==> src/hw/rtl/bdq_pkg.sv <==
// Shared constants, codes, command and status types for the bounded deque.
`default_nettype none

package bdq_pkg;

  localparam int DEPTH      = 16;
  localparam int WORD_WIDTH = 32;

  localparam int IDX_W = $clog2(DEPTH);
  localparam int CNT_W = $clog2(DEPTH + 1);
  localparam int SUM_W = CNT_W + 1;

  localparam int DATA_W        = 32;
  localparam int MODE_W        = 3;
  localparam int ENTRY_COUNT_W = 5;
  localparam int STATUS_W      = 2;

  typedef logic [MODE_W-1:0]              mode_t;
  typedef logic [STATUS_W-1:0]            status_t;
  typedef logic signed [WORD_WIDTH-1:0]   word_t;
  typedef logic signed [DATA_W-1:0]       data_t;
  typedef logic [IDX_W-1:0]               idx_t;
  typedef logic [CNT_W-1:0]               cnt_t;
  typedef logic [ENTRY_COUNT_W-1:0]       entry_count_t;

  localparam mode_t MODE_PUSH_FRONT = 3'd0;
  localparam mode_t MODE_PUSH_BACK  = 3'd1;
  localparam mode_t MODE_POP_FRONT  = 3'd2;
  localparam mode_t MODE_POP_BACK   = 3'd3;
  localparam mode_t MODE_CONTAINS   = 3'd4;
  localparam mode_t MODE_REMOVE     = 3'd5;
  localparam mode_t MODE_QUERY      = 3'd6;

  localparam status_t STATUS_DONE  = 2'd0;
  localparam status_t STATUS_FULL  = 2'd1;
  localparam status_t STATUS_EMPTY = 2'd2;

  // Read address source for the entry RAM
  typedef enum logic [1:0] {
    RD_WALK,
    RD_HEAD,
    RD_TAIL
  } rd_sel_t;

  typedef struct packed {
    logic    load;
    logic    push_front;
    logic    push_back;
    logic    pop_front;
    logic    pop_back;
    logic    rej_full;
    logic    rej_empty;
    logic    walk_init;
    logic    walk_from_hit;
    logic    walk_step;
    logic    shift_wr;
    logic    mark_found;
    logic    shrink;
    rd_sel_t rd_sel;
    logic    cap_front;
    logic    out_load;
  } cmd_t;

  typedef struct packed {
    mode_t mode;
    logic  empty;
    logic  full;
    logic  pend;
    logic  hit;
    logic  miss;
    logic  walk_done;
    logic  out_free;
  } stat_t;

  // Cut an input word to the stored width (sign kept)
  function automatic word_t to_word(data_t d);
    return word_t'(d);
  endfunction

  // Bring a stored word back to the 32-bit result field
  function automatic data_t to_data(word_t w);
    return data_t'(w);
  endfunction

endpackage

`default_nettype wire

==> src/hw/rtl/bdq_ram.sv <==
// Generic single-write, single-read RAM with registered read data.
`default_nettype none

module bdq_ram #(
  parameter int WIDTH = 32,
  parameter int DEPTH = 16
) (
  input  logic                     clk,
  input  logic                     we,
  input  logic [$clog2(DEPTH)-1:0] waddr,
  input  logic [WIDTH-1:0]         wdata,
  input  logic [$clog2(DEPTH)-1:0] raddr,
  output logic [WIDTH-1:0]         rdata
);

  logic [WIDTH-1:0] mem [DEPTH];

  always_ff @(posedge clk) begin
    if (we) begin
      mem[waddr] <= wdata;
    end
    rdata <= mem[raddr];
  end

endmodule

`default_nettype wire

==> src/hw/rtl/bdq_datapath.sv <==
// Deque datapath: ring pointers, entry RAM, walk logic and result registers.
`default_nettype none

module bdq_datapath (
  input  logic                  clk,
  input  logic                  rst,
  input  bdq_pkg::cmd_t         cmd,
  output bdq_pkg::stat_t        st,
  input  bdq_pkg::mode_t        mode,
  input  bdq_pkg::data_t        data_word,
  input  logic                  out_stall,
  output logic                  out_valid,
  output bdq_pkg::data_t        front_word,
  output bdq_pkg::data_t        back_word,
  output bdq_pkg::entry_count_t entry_count,
  output logic                  is_empty,
  output logic                  found,
  output bdq_pkg::status_t      status
);

  import bdq_pkg::*;

  idx_t    head;
  cnt_t    count;
  mode_t   op_mode;
  word_t   op_data;
  cnt_t    ptr;
  cnt_t    chk_idx;
  logic    pend;
  logic    found_r;
  status_t status_r;
  word_t   front_r;

  idx_t  head_dec;
  idx_t  head_inc;
  cnt_t  tail_off;
  cnt_t  shift_dst;
  logic  eq;
  logic  empty;
  logic  we;
  idx_t  waddr;
  word_t wdata;
  idx_t  raddr;
  word_t rdata;

  function automatic idx_t slot(idx_t h, cnt_t off);
    logic [SUM_W-1:0] sum;
    sum = SUM_W'(h) + SUM_W'(off);
    if (sum >= SUM_W'(DEPTH)) begin
      sum = sum - SUM_W'(DEPTH);
    end
    return IDX_W'(sum);
  endfunction

  assign head_dec  = (head == '0) ? idx_t'(DEPTH - 1) : head - idx_t'(1);
  assign head_inc  = (head == idx_t'(DEPTH - 1)) ? '0 : head + idx_t'(1);
  assign empty     = (count == '0);
  assign tail_off  = empty ? '0 : count - cnt_t'(1);
  assign shift_dst = chk_idx - cnt_t'(1);
  assign eq        = (rdata == op_data);

  always_comb begin
    case (cmd.rd_sel)
      RD_WALK: raddr = slot(head, ptr);
      RD_HEAD: raddr = head;
      RD_TAIL: raddr = slot(head, tail_off);
      default: raddr = head;
    endcase
  end

  assign we    = cmd.push_front | cmd.push_back | cmd.shift_wr;
  assign wdata = cmd.shift_wr ? rdata : op_data;

  always_comb begin
    if (cmd.push_front) begin
      waddr = head_dec;
    end else if (cmd.push_back) begin
      waddr = slot(head, count);
    end else begin
      waddr = slot(head, shift_dst);
    end
  end

  bdq_ram #(
    .WIDTH (WORD_WIDTH),
    .DEPTH (DEPTH)
  ) u_ram (
    .clk   (clk),
    .we    (we),
    .waddr (waddr),
    .wdata (wdata),
    .raddr (raddr),
    .rdata (rdata)
  );

  always_comb begin
    st.mode      = op_mode;
    st.empty     = empty;
    st.full      = (count >= cnt_t'(DEPTH));
    st.pend      = pend;
    st.hit       = pend & eq;
    st.miss      = pend & ~eq & (ptr == count);
    st.walk_done = ~pend & (ptr >= count);
    st.out_free  = ~out_valid | ~out_stall;
  end

  // Control state
  always_ff @(posedge clk) begin
    if (rst) begin
      head      <= '0;
      count     <= '0;
      pend      <= 1'b0;
      out_valid <= 1'b0;
    end else begin
      if (cmd.push_front) begin
        head  <= head_dec;
        count <= count + cnt_t'(1);
      end else if (cmd.push_back) begin
        count <= count + cnt_t'(1);
      end else if (cmd.pop_front) begin
        head  <= head_inc;
        count <= count - cnt_t'(1);
      end else if (cmd.pop_back || cmd.shrink) begin
        count <= count - cnt_t'(1);
      end
      if (cmd.walk_init) begin
        pend <= 1'b0;
      end else if (cmd.walk_step) begin
        pend <= (ptr < count);
      end
      out_valid <= cmd.out_load | (out_valid & out_stall);
    end
  end

  // Payload
  always_ff @(posedge clk) begin
    if (cmd.load) begin
      op_mode  <= mode;
      op_data  <= to_word(data_word);
      found_r  <= 1'b0;
      status_r <= STATUS_DONE;
    end
    if (cmd.rej_full) begin
      status_r <= STATUS_FULL;
    end
    if (cmd.rej_empty) begin
      status_r <= STATUS_EMPTY;
    end
    if (cmd.mark_found) begin
      found_r <= 1'b1;
    end
    if (cmd.walk_init) begin
      ptr <= cmd.walk_from_hit ? chk_idx + cnt_t'(1) : '0;
    end else if (cmd.walk_step) begin
      chk_idx <= ptr;
      if (ptr < count) begin
        ptr <= ptr + cnt_t'(1);
      end
    end
    if (cmd.cap_front) begin
      front_r <= rdata;
    end
    if (cmd.out_load) begin
      front_word  <= empty ? '0 : to_data(front_r);
      back_word   <= empty ? '0 : to_data(rdata);
      entry_count <= ENTRY_COUNT_W'(count);
      is_empty    <= empty;
      found       <= found_r;
      status      <= status_r;
    end
  end

`ifndef SYNTH
  a_count_bound: assert property (@(posedge clk) disable iff (rst)
    count <= cnt_t'(DEPTH))
    else $error("entry count beyond depth");

  a_out_load_free: assert property (@(posedge clk) disable iff (rst)
    cmd.out_load |-> (!out_valid || !out_stall))
    else $error("result overwritten while held");

  a_push_grows: assert property (@(posedge clk) disable iff (rst)
    (cmd.push_front || cmd.push_back) |=> (count == $past(count) + cnt_t'(1)))
    else $error("push did not grow count");

  a_shift_src: assert property (@(posedge clk) disable iff (rst)
    cmd.shift_wr |-> (pend && chk_idx != '0))
    else $error("shift write without returned entry");
`endif

endmodule

`default_nettype wire

==> src/hw/rtl/bdq_ctrl.sv <==
// Deque controller: sequences decode, search walk, shift and read-back.
`default_nettype none

module bdq_ctrl (
  input  logic           clk,
  input  logic           rst,
  input  logic           in_valid,
  output logic           in_stall,
  input  bdq_pkg::stat_t st,
  output bdq_pkg::cmd_t  cmd
);

  import bdq_pkg::*;

  localparam logic [2:0] S_IDLE     = 3'd0;
  localparam logic [2:0] S_DECODE   = 3'd1;
  localparam logic [2:0] S_SCAN     = 3'd2;
  localparam logic [2:0] S_SHIFT    = 3'd3;
  localparam logic [2:0] S_RD_FRONT = 3'd4;
  localparam logic [2:0] S_RD_BACK  = 3'd5;
  localparam logic [2:0] S_FINISH   = 3'd6;

  logic [2:0] state;
  logic [2:0] state_next;

  always_ff @(posedge clk) begin
    if (rst) begin
      state <= S_IDLE;
    end else begin
      state <= state_next;
    end
  end

  always_comb begin
    cmd        = '0;
    cmd.rd_sel = RD_WALK;
    state_next = state;
    in_stall   = 1'b1;
    unique case (state)
      S_IDLE: begin
        in_stall = 1'b0;
        if (in_valid) begin
          cmd.load   = 1'b1;
          state_next = S_DECODE;
        end
      end
      S_DECODE: begin
        state_next = S_RD_FRONT;
        unique case (st.mode) inside
          MODE_PUSH_FRONT: begin
            if (st.full) cmd.rej_full = 1'b1;
            else         cmd.push_front = 1'b1;
          end
          MODE_PUSH_BACK: begin
            if (st.full) cmd.rej_full = 1'b1;
            else         cmd.push_back = 1'b1;
          end
          MODE_POP_FRONT: begin
            if (st.empty) cmd.rej_empty = 1'b1;
            else          cmd.pop_front = 1'b1;
          end
          MODE_POP_BACK: begin
            if (st.empty) cmd.rej_empty = 1'b1;
            else          cmd.pop_back = 1'b1;
          end
          MODE_CONTAINS, MODE_REMOVE: begin
            if (st.empty) begin
              cmd.rej_empty = 1'b1;
            end else begin
              cmd.walk_init = 1'b1;
              state_next    = S_SCAN;
            end
          end
          default: begin
          end
        endcase
      end
      S_SCAN: begin
        if (st.hit) begin
          cmd.mark_found = 1'b1;
          if (st.mode == MODE_REMOVE) begin
            cmd.walk_init     = 1'b1;
            cmd.walk_from_hit = 1'b1;
            state_next        = S_SHIFT;
          end else begin
            state_next = S_RD_FRONT;
          end
        end else begin
          cmd.walk_step = 1'b1;
          if (st.miss) begin
            state_next = S_RD_FRONT;
          end
        end
      end
      S_SHIFT: begin
        if (st.walk_done) begin
          cmd.shrink = 1'b1;
          state_next = S_RD_FRONT;
        end else begin
          cmd.walk_step = 1'b1;
          cmd.shift_wr  = st.pend;
        end
      end
      S_RD_FRONT: begin
        cmd.rd_sel = RD_HEAD;
        state_next = S_RD_BACK;
      end
      S_RD_BACK: begin
        cmd.rd_sel    = RD_TAIL;
        cmd.cap_front = 1'b1;
        state_next    = S_FINISH;
      end
      S_FINISH: begin
        cmd.rd_sel = RD_TAIL;
        if (st.out_free) begin
          cmd.out_load = 1'b1;
          state_next   = S_IDLE;
        end
      end
      default: begin
        state_next = S_IDLE;
      end
    endcase
  end

endmodule

`default_nettype wire

==> src/hw/rtl/bounded_deque_with_search.sv <==
// Top level of the bounded deque with search: controller plus datapath.
// Push, pop and query pass from the accepted beat through decode, front read, back
// read and finish; the result register loads in finish once free. Contains adds a
// search walk, remove a walk and a shift, one stored entry per cycle through the single
// read port of the entry RAM. Reset clears head index, count and all handshake state;
// RAM contents are left as they are, with no clearing pass.
`default_nettype none

module bounded_deque_with_search (
  input  logic                  clk,
  input  logic                  rst,
  // Input channel
  input  logic                  in_valid,
  output logic                  in_stall,
  input  bdq_pkg::mode_t        mode,
  input  bdq_pkg::data_t        data_word,
  // Result channel
  output logic                  out_valid,
  input  logic                  out_stall,
  output bdq_pkg::data_t        front_word,
  output bdq_pkg::data_t        back_word,
  output bdq_pkg::entry_count_t entry_count,
  output logic                  is_empty,
  output logic                  found,
  output bdq_pkg::status_t      status
);

  import bdq_pkg::*;

  // Commands flow from the controller to the datapath; status flows back.
  cmd_t  cmd;
  stat_t st;

  // The controller takes one beat at a time: it lowers in_stall only while idle,
  // walks the stored entries for contains and remove, closes the gap on a remove
  // by moving later entries one place toward the front, then reads back the front
  // and back entries before loading the result register.
  bdq_ctrl u_ctrl (
    .clk      (clk),
    .rst      (rst),
    .in_valid (in_valid),
    .in_stall (in_stall),
    .st       (st),
    .cmd      (cmd)
  );

  // The datapath holds the ring pointers, the entry RAM and the result register.
  // The result register frees on its own handshake, so a finished result may sit
  // while the next beat is accepted and worked on; the controller only waits at
  // the final load if that earlier result is still held.
  bdq_datapath u_dp (
    .clk         (clk),
    .rst         (rst),
    .cmd         (cmd),
    .st          (st),
    .mode        (mode),
    .data_word   (data_word),
    .out_stall   (out_stall),
    .out_valid   (out_valid),
    .front_word  (front_word),
    .back_word   (back_word),
    .entry_count (entry_count),
    .is_empty    (is_empty),
    .found       (found),
    .status      (status)
  );

endmodule

`default_nettype wire
==> config.mk <==
export PLATFORM = sky130hd
export DESIGN_NAME = bounded_deque_with_search
export DESIGN_NICKNAME = d
export VERILOG_FILES = /design/src/hw/rtl/bdq_pkg.sv /design/src/hw/rtl/bdq_ram.sv /design/src/hw/rtl/bdq_datapath.sv /design/src/hw/rtl/bdq_ctrl.sv /design/src/hw/rtl/bounded_deque_with_search.sv
export SDC_FILE = /design/constraint.sdc
export NUM_CORES = 1
export LEC_CHECK = 0
export ABC_AREA = 1
export ABC_CLOCK_PERIOD_IN_PS = 4500
export BUFFER_PORTS_ARGS = -buffer_cell sky130_fd_sc_hd__buf_2
export CAP_MARGIN = 25
export CORE_ASPECT_RATIO = 0.9
export CORE_MARGIN = 2
export CORE_UTILIZATION = 31
export DETAILED_ROUTE_END_ITERATION = 10
export MAX_ROUTING_LAYER = met4
export PLACE_DENSITY = 0.48
export SLEW_MARGIN = 20
export SYNTH_ARGS = -nofsm -noshare
export SYNTH_HDL_FRONTEND = slang
export SYNTH_SLANG_ARGS = --single-unit
export TNS_END_PERCENT = 20
==> constraint.sdc <==
create_clock -name clk -period 4.5 [get_ports clk]
set_input_delay 0.9 -clock clk [delete_from_list [all_inputs] [get_ports clk]]
set_output_delay 0.9 -clock clk [all_outputs]
set_load 0.005 [all_outputs]
# Yosys cells after proc, flatten, opt, wreduce, memory -nomap -nowiden
# Memory sizes are Yosys's and may differ from the RTL's. A register that Yosys moved wholly into a read port is not among the register bits.
# Cells that the tools add are included.
[classes] n_addsub=15 order_cmp=7 n_eq_ne=20 n_mux=66 bitwise_logic=14 reduce_logical=20
[ops] op="5-bit 2-to-1 mux" n=9
[ops] op="4-bit 2-to-1 mux" n=11
[ops] op="32-bit equality test" n=1
[ops] op="32-bit 2-to-1 mux" n=1
[ops] op="1-bit 2-to-1 mux" n=26
[ops] op="4-bit by 5-bit adder with 6-bit output" n=4
[ops] op="6-bit by 5-bit greater-or-equal comparator with 1-bit output (second input constant)" n=4
[ops] op="3-bit 2-to-1 mux" n=8
[ops] op="3-bit case mux with 7 select lines" n=1
[ops] op="4-bit by 1-bit subtractor with 4-bit output (second input constant)" n=5
[ops] op="5-bit by 1-bit adder with 5-bit output (second input constant)" n=3
[ops] op="3-bit equality test (second input constant)" n=5
[ops] op="3-bit by 2-bit equality test with 1-bit output (second input constant)" n=4
[ops] op="2-bit 2-to-1 mux" n=5
[ops] op="5-bit by 1-bit subtractor with 5-bit output (second input constant)" n=2
[ops] op="4-bit case mux with 2 select lines" n=1
[ops] op="2-bit nonzero test" n=4
[ops] op="2-bit OR reduction" n=4
[ops] op="3-bit by 1-bit equality test with 1-bit output (second input constant)" n=2
[ops] op="3-bit zero test" n=2
[ops] op="6-bit 2-to-1 mux" n=1
[ops] op="2-bit inequality test (second input constant)" n=3
[ops] op="2-bit AND reduction" n=3
[ops] op="1-bit bitwise AND" n=5
[ops] op="20 further kinds" n=28
[word_totals] ff_bits=167 ram_bits=512 in_bits=39 output_inout_bits=75 wordCells=161 memories=1
[mem_list] name="u_dp.u_ram.mem" words=16 word_bits=32 rd=1 rd_clocked_by_memory_dff=1 wr=1 line_no="bdq_ram.sv:16" text="logic [WIDTH-1:0] mem [DEPTH];"

# Logic depth before layout (Yosys ltp)
[logic_depth] depth_word=9 ltp_mapped=19 ltp_nobuf=18

# By module
# Synthesis repeated with hierarchy kept, for this count alone.
[unflattened] hier_cells=2952 hier_area_um2=30739.5
[modules_own_cells] module="bdq_ram" instances=1 cells_each=2122 area_per_inst_um2=22731.8 seq_area_each_um2=16015.4
[modules_own_cells] module="bdq_datapath" instances=1 cells_each=750 area_per_inst_um2=7607.3 seq_area_each_um2=4784.6
[modules_own_cells] module="bdq_ctrl" instances=1 cells_each=80 area_per_inst_um2=400.4 seq_area_each_um2=60.1

# Least setup slack after synthesis
# No wires, ideal clock.
[synth_path] path_type="input-to-reg" startpoint="in out_stall" endpoint="reg u_dp.back_word[0] (enable)" arrival_ps=4054 required_ps=3996 setup_slack_ps=-58 stages=3 path_buffers=0 cell_sequence="nand2_1 inv_1 nor2_1"
[synth_rtl] item="start: declaration" line_no="bounded_deque_with_search.sv:19" text="input logic out_stall,"
[synth_rtl] item="end signal: assignment" line_no="bdq_datapath.sv:165" text="back_word <= empty ? '0 : to_data(rdata);"
[synth_rtl] item="end: declaration" line_no="bdq_datapath.sv:14" text="output bdq_pkg::data_t back_word,"

# Final worst setup path
[layout_path] startpoint="reg u_ctrl.state[2]" endpoint="mem u_dp.u_ram.mem[7][15] (enable)"
[layout_between] elab_chain_cells=6 word_cells_on_any_way=10 classes_between="eq/ne: 2; mux: 6; bitwise: 2"
[layout_lines] item="start: declaration" line_no="bdq_ctrl.sv:23" text="logic [2:0] state;"
[layout_lines] item="start signal: assignment" line_no="bdq_ctrl.sv:30" text="state <= state_next;"
[layout_lines] item="3-bit by 1-bit equality test with 1-bit output" line_no="bdq_ctrl.sv:39" text="unique case (state)"
[layout_lines] item="6-bit 2-to-1 mux" line_no="bdq_ctrl.sv:39"
[layout_lines] item="1-bit bitwise OR (2 in a row)" line_no="bdq_datapath.sv:71" text="assign we = cmd.push_front | cmd.push_back | cmd.shift_wr;"
[layout_lines] item="1-bit 2-to-1 mux" line_no="bdq_ram.sv:19" text="if (we) begin"
[layout_lines] item="1-bit 2-to-1 mux (not written as such)" line_no="bdq_ram.sv:20" text="mem[waddr] <= wdata;"
[layout_lines] item="end: declaration" line_no="bdq_ram.sv:16"
# Parallel ways exist; a longest one is shown, timed or not.

==> results.md <==
* Status: complete, no violations
* Cell variety after synth at 40
* Clock share of power at 0.328
* Post-synthesis sequential area ratio at 0.725
* Most used DFF post-synth: edfxtp_1
* Final Critical Period at 3820 ps
* Critical Path End: u_dp.u_ram.mem[7][15]$_DFFE_PP_
* Die Span Y at 293 um
* Crit path cell chain: inv_2, nand3_2, nor4_4, nand2_2, nand2_1, o21ai_0, ha_1, fa_1, xnor2_1, o21ai_1, nand3_1, nor2_4, buf_4
* Top fanout value on the critical path at 32
* FP Rows at 105
* Worst reg2reg path depth at 13
* Worst endpoint required time at about 4700 ps
* Synthesized Nets at between 2000 and 2500
* WP depth at 13
* Via/cell ratio at 4.82
* Post-DRT Antenna Nets at 0
* Hold Path Class: register to register
* Mapped Area at 28800 um2
* Slowest Stage Delay on Critical Path at 470 ps
* Buffers on Ports at 113
* Post-DP HPWL at 45800 um
* Clock skew at ~25 ps
* CP Launch Type: register
* Worst-Skew Late Latency at 610 ps
* Setup tns final at 0 ps
* Clock root cell: clkbuf_16
* Final period util at 0.849
* Reg power frac at 0.444
* Cts hold-fix bufs at 0
* Post_cts resized at 0
* Hold Crit Start: u_dp.status_r[0]$_SDFFE_PP0P_
* Filler cells at 8858
* Grt ovf at 0
* First-pass GRT wire length at approximately 110000 um
* Die Wd at 325 um
* Die area at 95300 um2
* Final wirelength at about 75000 um
* Crit path capture type: register
* Slew HR at 0.455
* Combinational share of power at 0.228
* Cell Int Power at 12.6 mW
* Fin. Hold Viols at 0
* FFs w/ async S/R, synth at 0
* Most common cell after layout, fill and taps aside: edfxtp_1
* Sw frac at 0.317
* Sink Count at 711
* Syn_area_per_cell at about 12 um2
* Drt drc at 0
* Reg-to-reg startpoint: u_ctrl.state[2]$_SDFFE_PP0P_
* NetSw at 5.85 mW
* Share of cells above drive strength 1 at 0.154
* VDD IR max at 0.251 mV
* Routed WL per cell at ~20 um
* Slew @ Worst Pin at 814 ps
* CTS tree: built
* MaxCap Viol Count at 0
* Drt first pass iters at 5
* Syn Inst Count at 2319
* R2r setup slk at 680 ps
* H-tree Lvls at 3
* Multi-input logic area at 6840 um2
* Initial drt markers at 1496
* Most frequent cells in the layout: edfxtp_1 (662), nor2_1 (324), nand2_1 (294)
* NumNets Final at 2541
* RSZ-0062 raised after global routing: no
* Worst setup margin at 679 ps
* CP max stage cell: buf_4
* Syn-to-layout area delta at 17.5%
* Num CTS Buffers at 77
* Arrival @ worst endpoint at about 4100 ps
* Pleak at 12.1 nW
* GRT Resource Usage Total at 0.162
* CORE AREA at 91600 um2
* Post-synth EDFFs at 662
* Buffer and inverter count on the worst path at 2
* Slew Viols, Final at 0
* Initial antenna violation count at 1
* Worst R2R End: u_dp.u_ram.mem[7][15]$_DFFE_PP_
* CTS max path bufs at 3
* Sequential Area at approximately 21000 um2
* Final setup violating endpoints at 0
* CP Launch Point: u_ctrl.state[2]$_SDFFE_PP0P_
* Vias at 18200
* Placer congestion estimate at 0.823
* Initial core utilization at 0.314
* Postcts setup bufs at 0
* #FFs+latches synth at a little over 700
* Setup CP Type: register to register
* Place WS at approximately 660 ps
* Power per cell area at 546 nW/um2
* Largest net degree at the start of global routing at 97
* Kind of cell adding the most delay to the critical path: simple AND/OR/NAND/NOR gates
* Worst Hold Depth at 0
* Vias in the first global route at 18000
* Clock-pin slew on the worst setup and hold paths at 60 ps
* Synth Warn # at 0
* Peak Freq at 262 MHz
* Number of top-level pins at 114
## cell usage after synthesis, types with 20 or more instances
library cell  instances  area (um2)
ha_1                 20         250
nand3_1              60         300
nand2_1             296        1110
o221ai_1             64         561
clkbuf_1             60         225
buf_2                51         255
nor2_1              341        1280
o21ai_1              23         115
o211ai_1             64         480
inv_1               171         642
o21ai_0             262        1310
edfxtp_1            662       19900
o21a_1               32         240
dfxtp_1              49         981
nand4_1              35         219
or2_2                33         206
## stage by stage
| stage | power, mW | hold slack, ps | utilization | area (um2) | instances |
|---|---|---|---|---|---|
| 6_report | 18.5 | 430 | 0.369 | 33800 | 3771 |
| 5_1_grt | 19.4 | 442 | 0.369 | 33800 | 3770 |
| 4_1_cts | 18.7 | 417 | 0.369 | 33800 | 3770 |
| 3_5_place_dp | 12.6 | 418 | 0.343 | 31400 | 3631 |
| 3_3_place_gp | 12.5 | 416 | 0.343 | 31400 | 3631 |
| 2_1_floorplan | 10.8 | 403 | - | 28800 | 2319 |
## power by group through the flow
| stage | Clock (mW) | Combinational (mW) | Sequential [mW] |
|---|---|---|---|
| CTS | 6.21 | 4.26 | 8.18 |
| finish | 6.05 | 4.21 | 8.19 |
| global placement | 0 | 4.21 | 8.31 |
| detailed placement | 0 | 4.24 | 8.32 |
| floorplan | 0 | 2.74 | 8.11 |
| global route | 6.49 | 4.73 | 8.22 |
## area by class of cell
class	count	share of cell area
Multi-Input combinational cell	1305	0.202
Clock inverter	30	0.00681
Clock buffer	109	0.0645
Timing Repair Buffer	204	0.0432
Inverter	181	0.0201
Tap cell	1230	0.0455
Antenna cell	1	0.0000740
Sequential cell	711	0.617
## metal layers
| layer | up-vias | track usage | wire, um |
|---|---|---|---|
| met2 | 514 | 0.246 | 33900 |
| li1 | 8596 | - | - |
| met3 | 105 | 0.0307 | 4560 |
| met5 | - | - | 0 |
| met4 | 0 | 0.0463 | 1660 |
| met1 | 8947 | 0.220 | 35000 |
## worst min-delay path by stage
stage,to,slack [ps]
after floorplan,u_dp.entry_count[2]$_DFFE_PP_,400
after global placement,u_dp.status[1]$_DFFE_PP_,420
after detailed placement,u_dp.status[0]$_DFFE_PP_,420
after CTS,u_dp.op_data[16]$_DFFE_PP_,420
after global routing,u_dp.op_data[30]$_DFFE_PP_,440
final,u_dp.status[0]$_DFFE_PP_,430
## cells by family after synthesis
kind of cell,count (synthesis),synth area share
mux,2,0.000696
buf+inv,303,0.0428
compound gates,472,0.0999
flops,711,0.725
simple gates,788,0.115
fa+ha+maj,22,0.0101
xor+xnor,21,0.00639
## registers in the layout, indices dropped and copies added (netlist names), 2 cells and up
register	cells
u_dp.ptr	5
u_dp.front_r	32
u_dp.head	4
u_dp.op_mode	3
u_dp.entry_count	5
u_dp.u_ram.mem	512
u_dp.count	5
u_dp.status_r	2
u_dp.chk_idx	5
u_dp.back_word	32
u_dp.op_data	32
u_ctrl.state	3
u_dp.status	2
u_dp.u_ram.rdata	32
u_dp.front_word	32
Power figures use the tool's default switching activity.
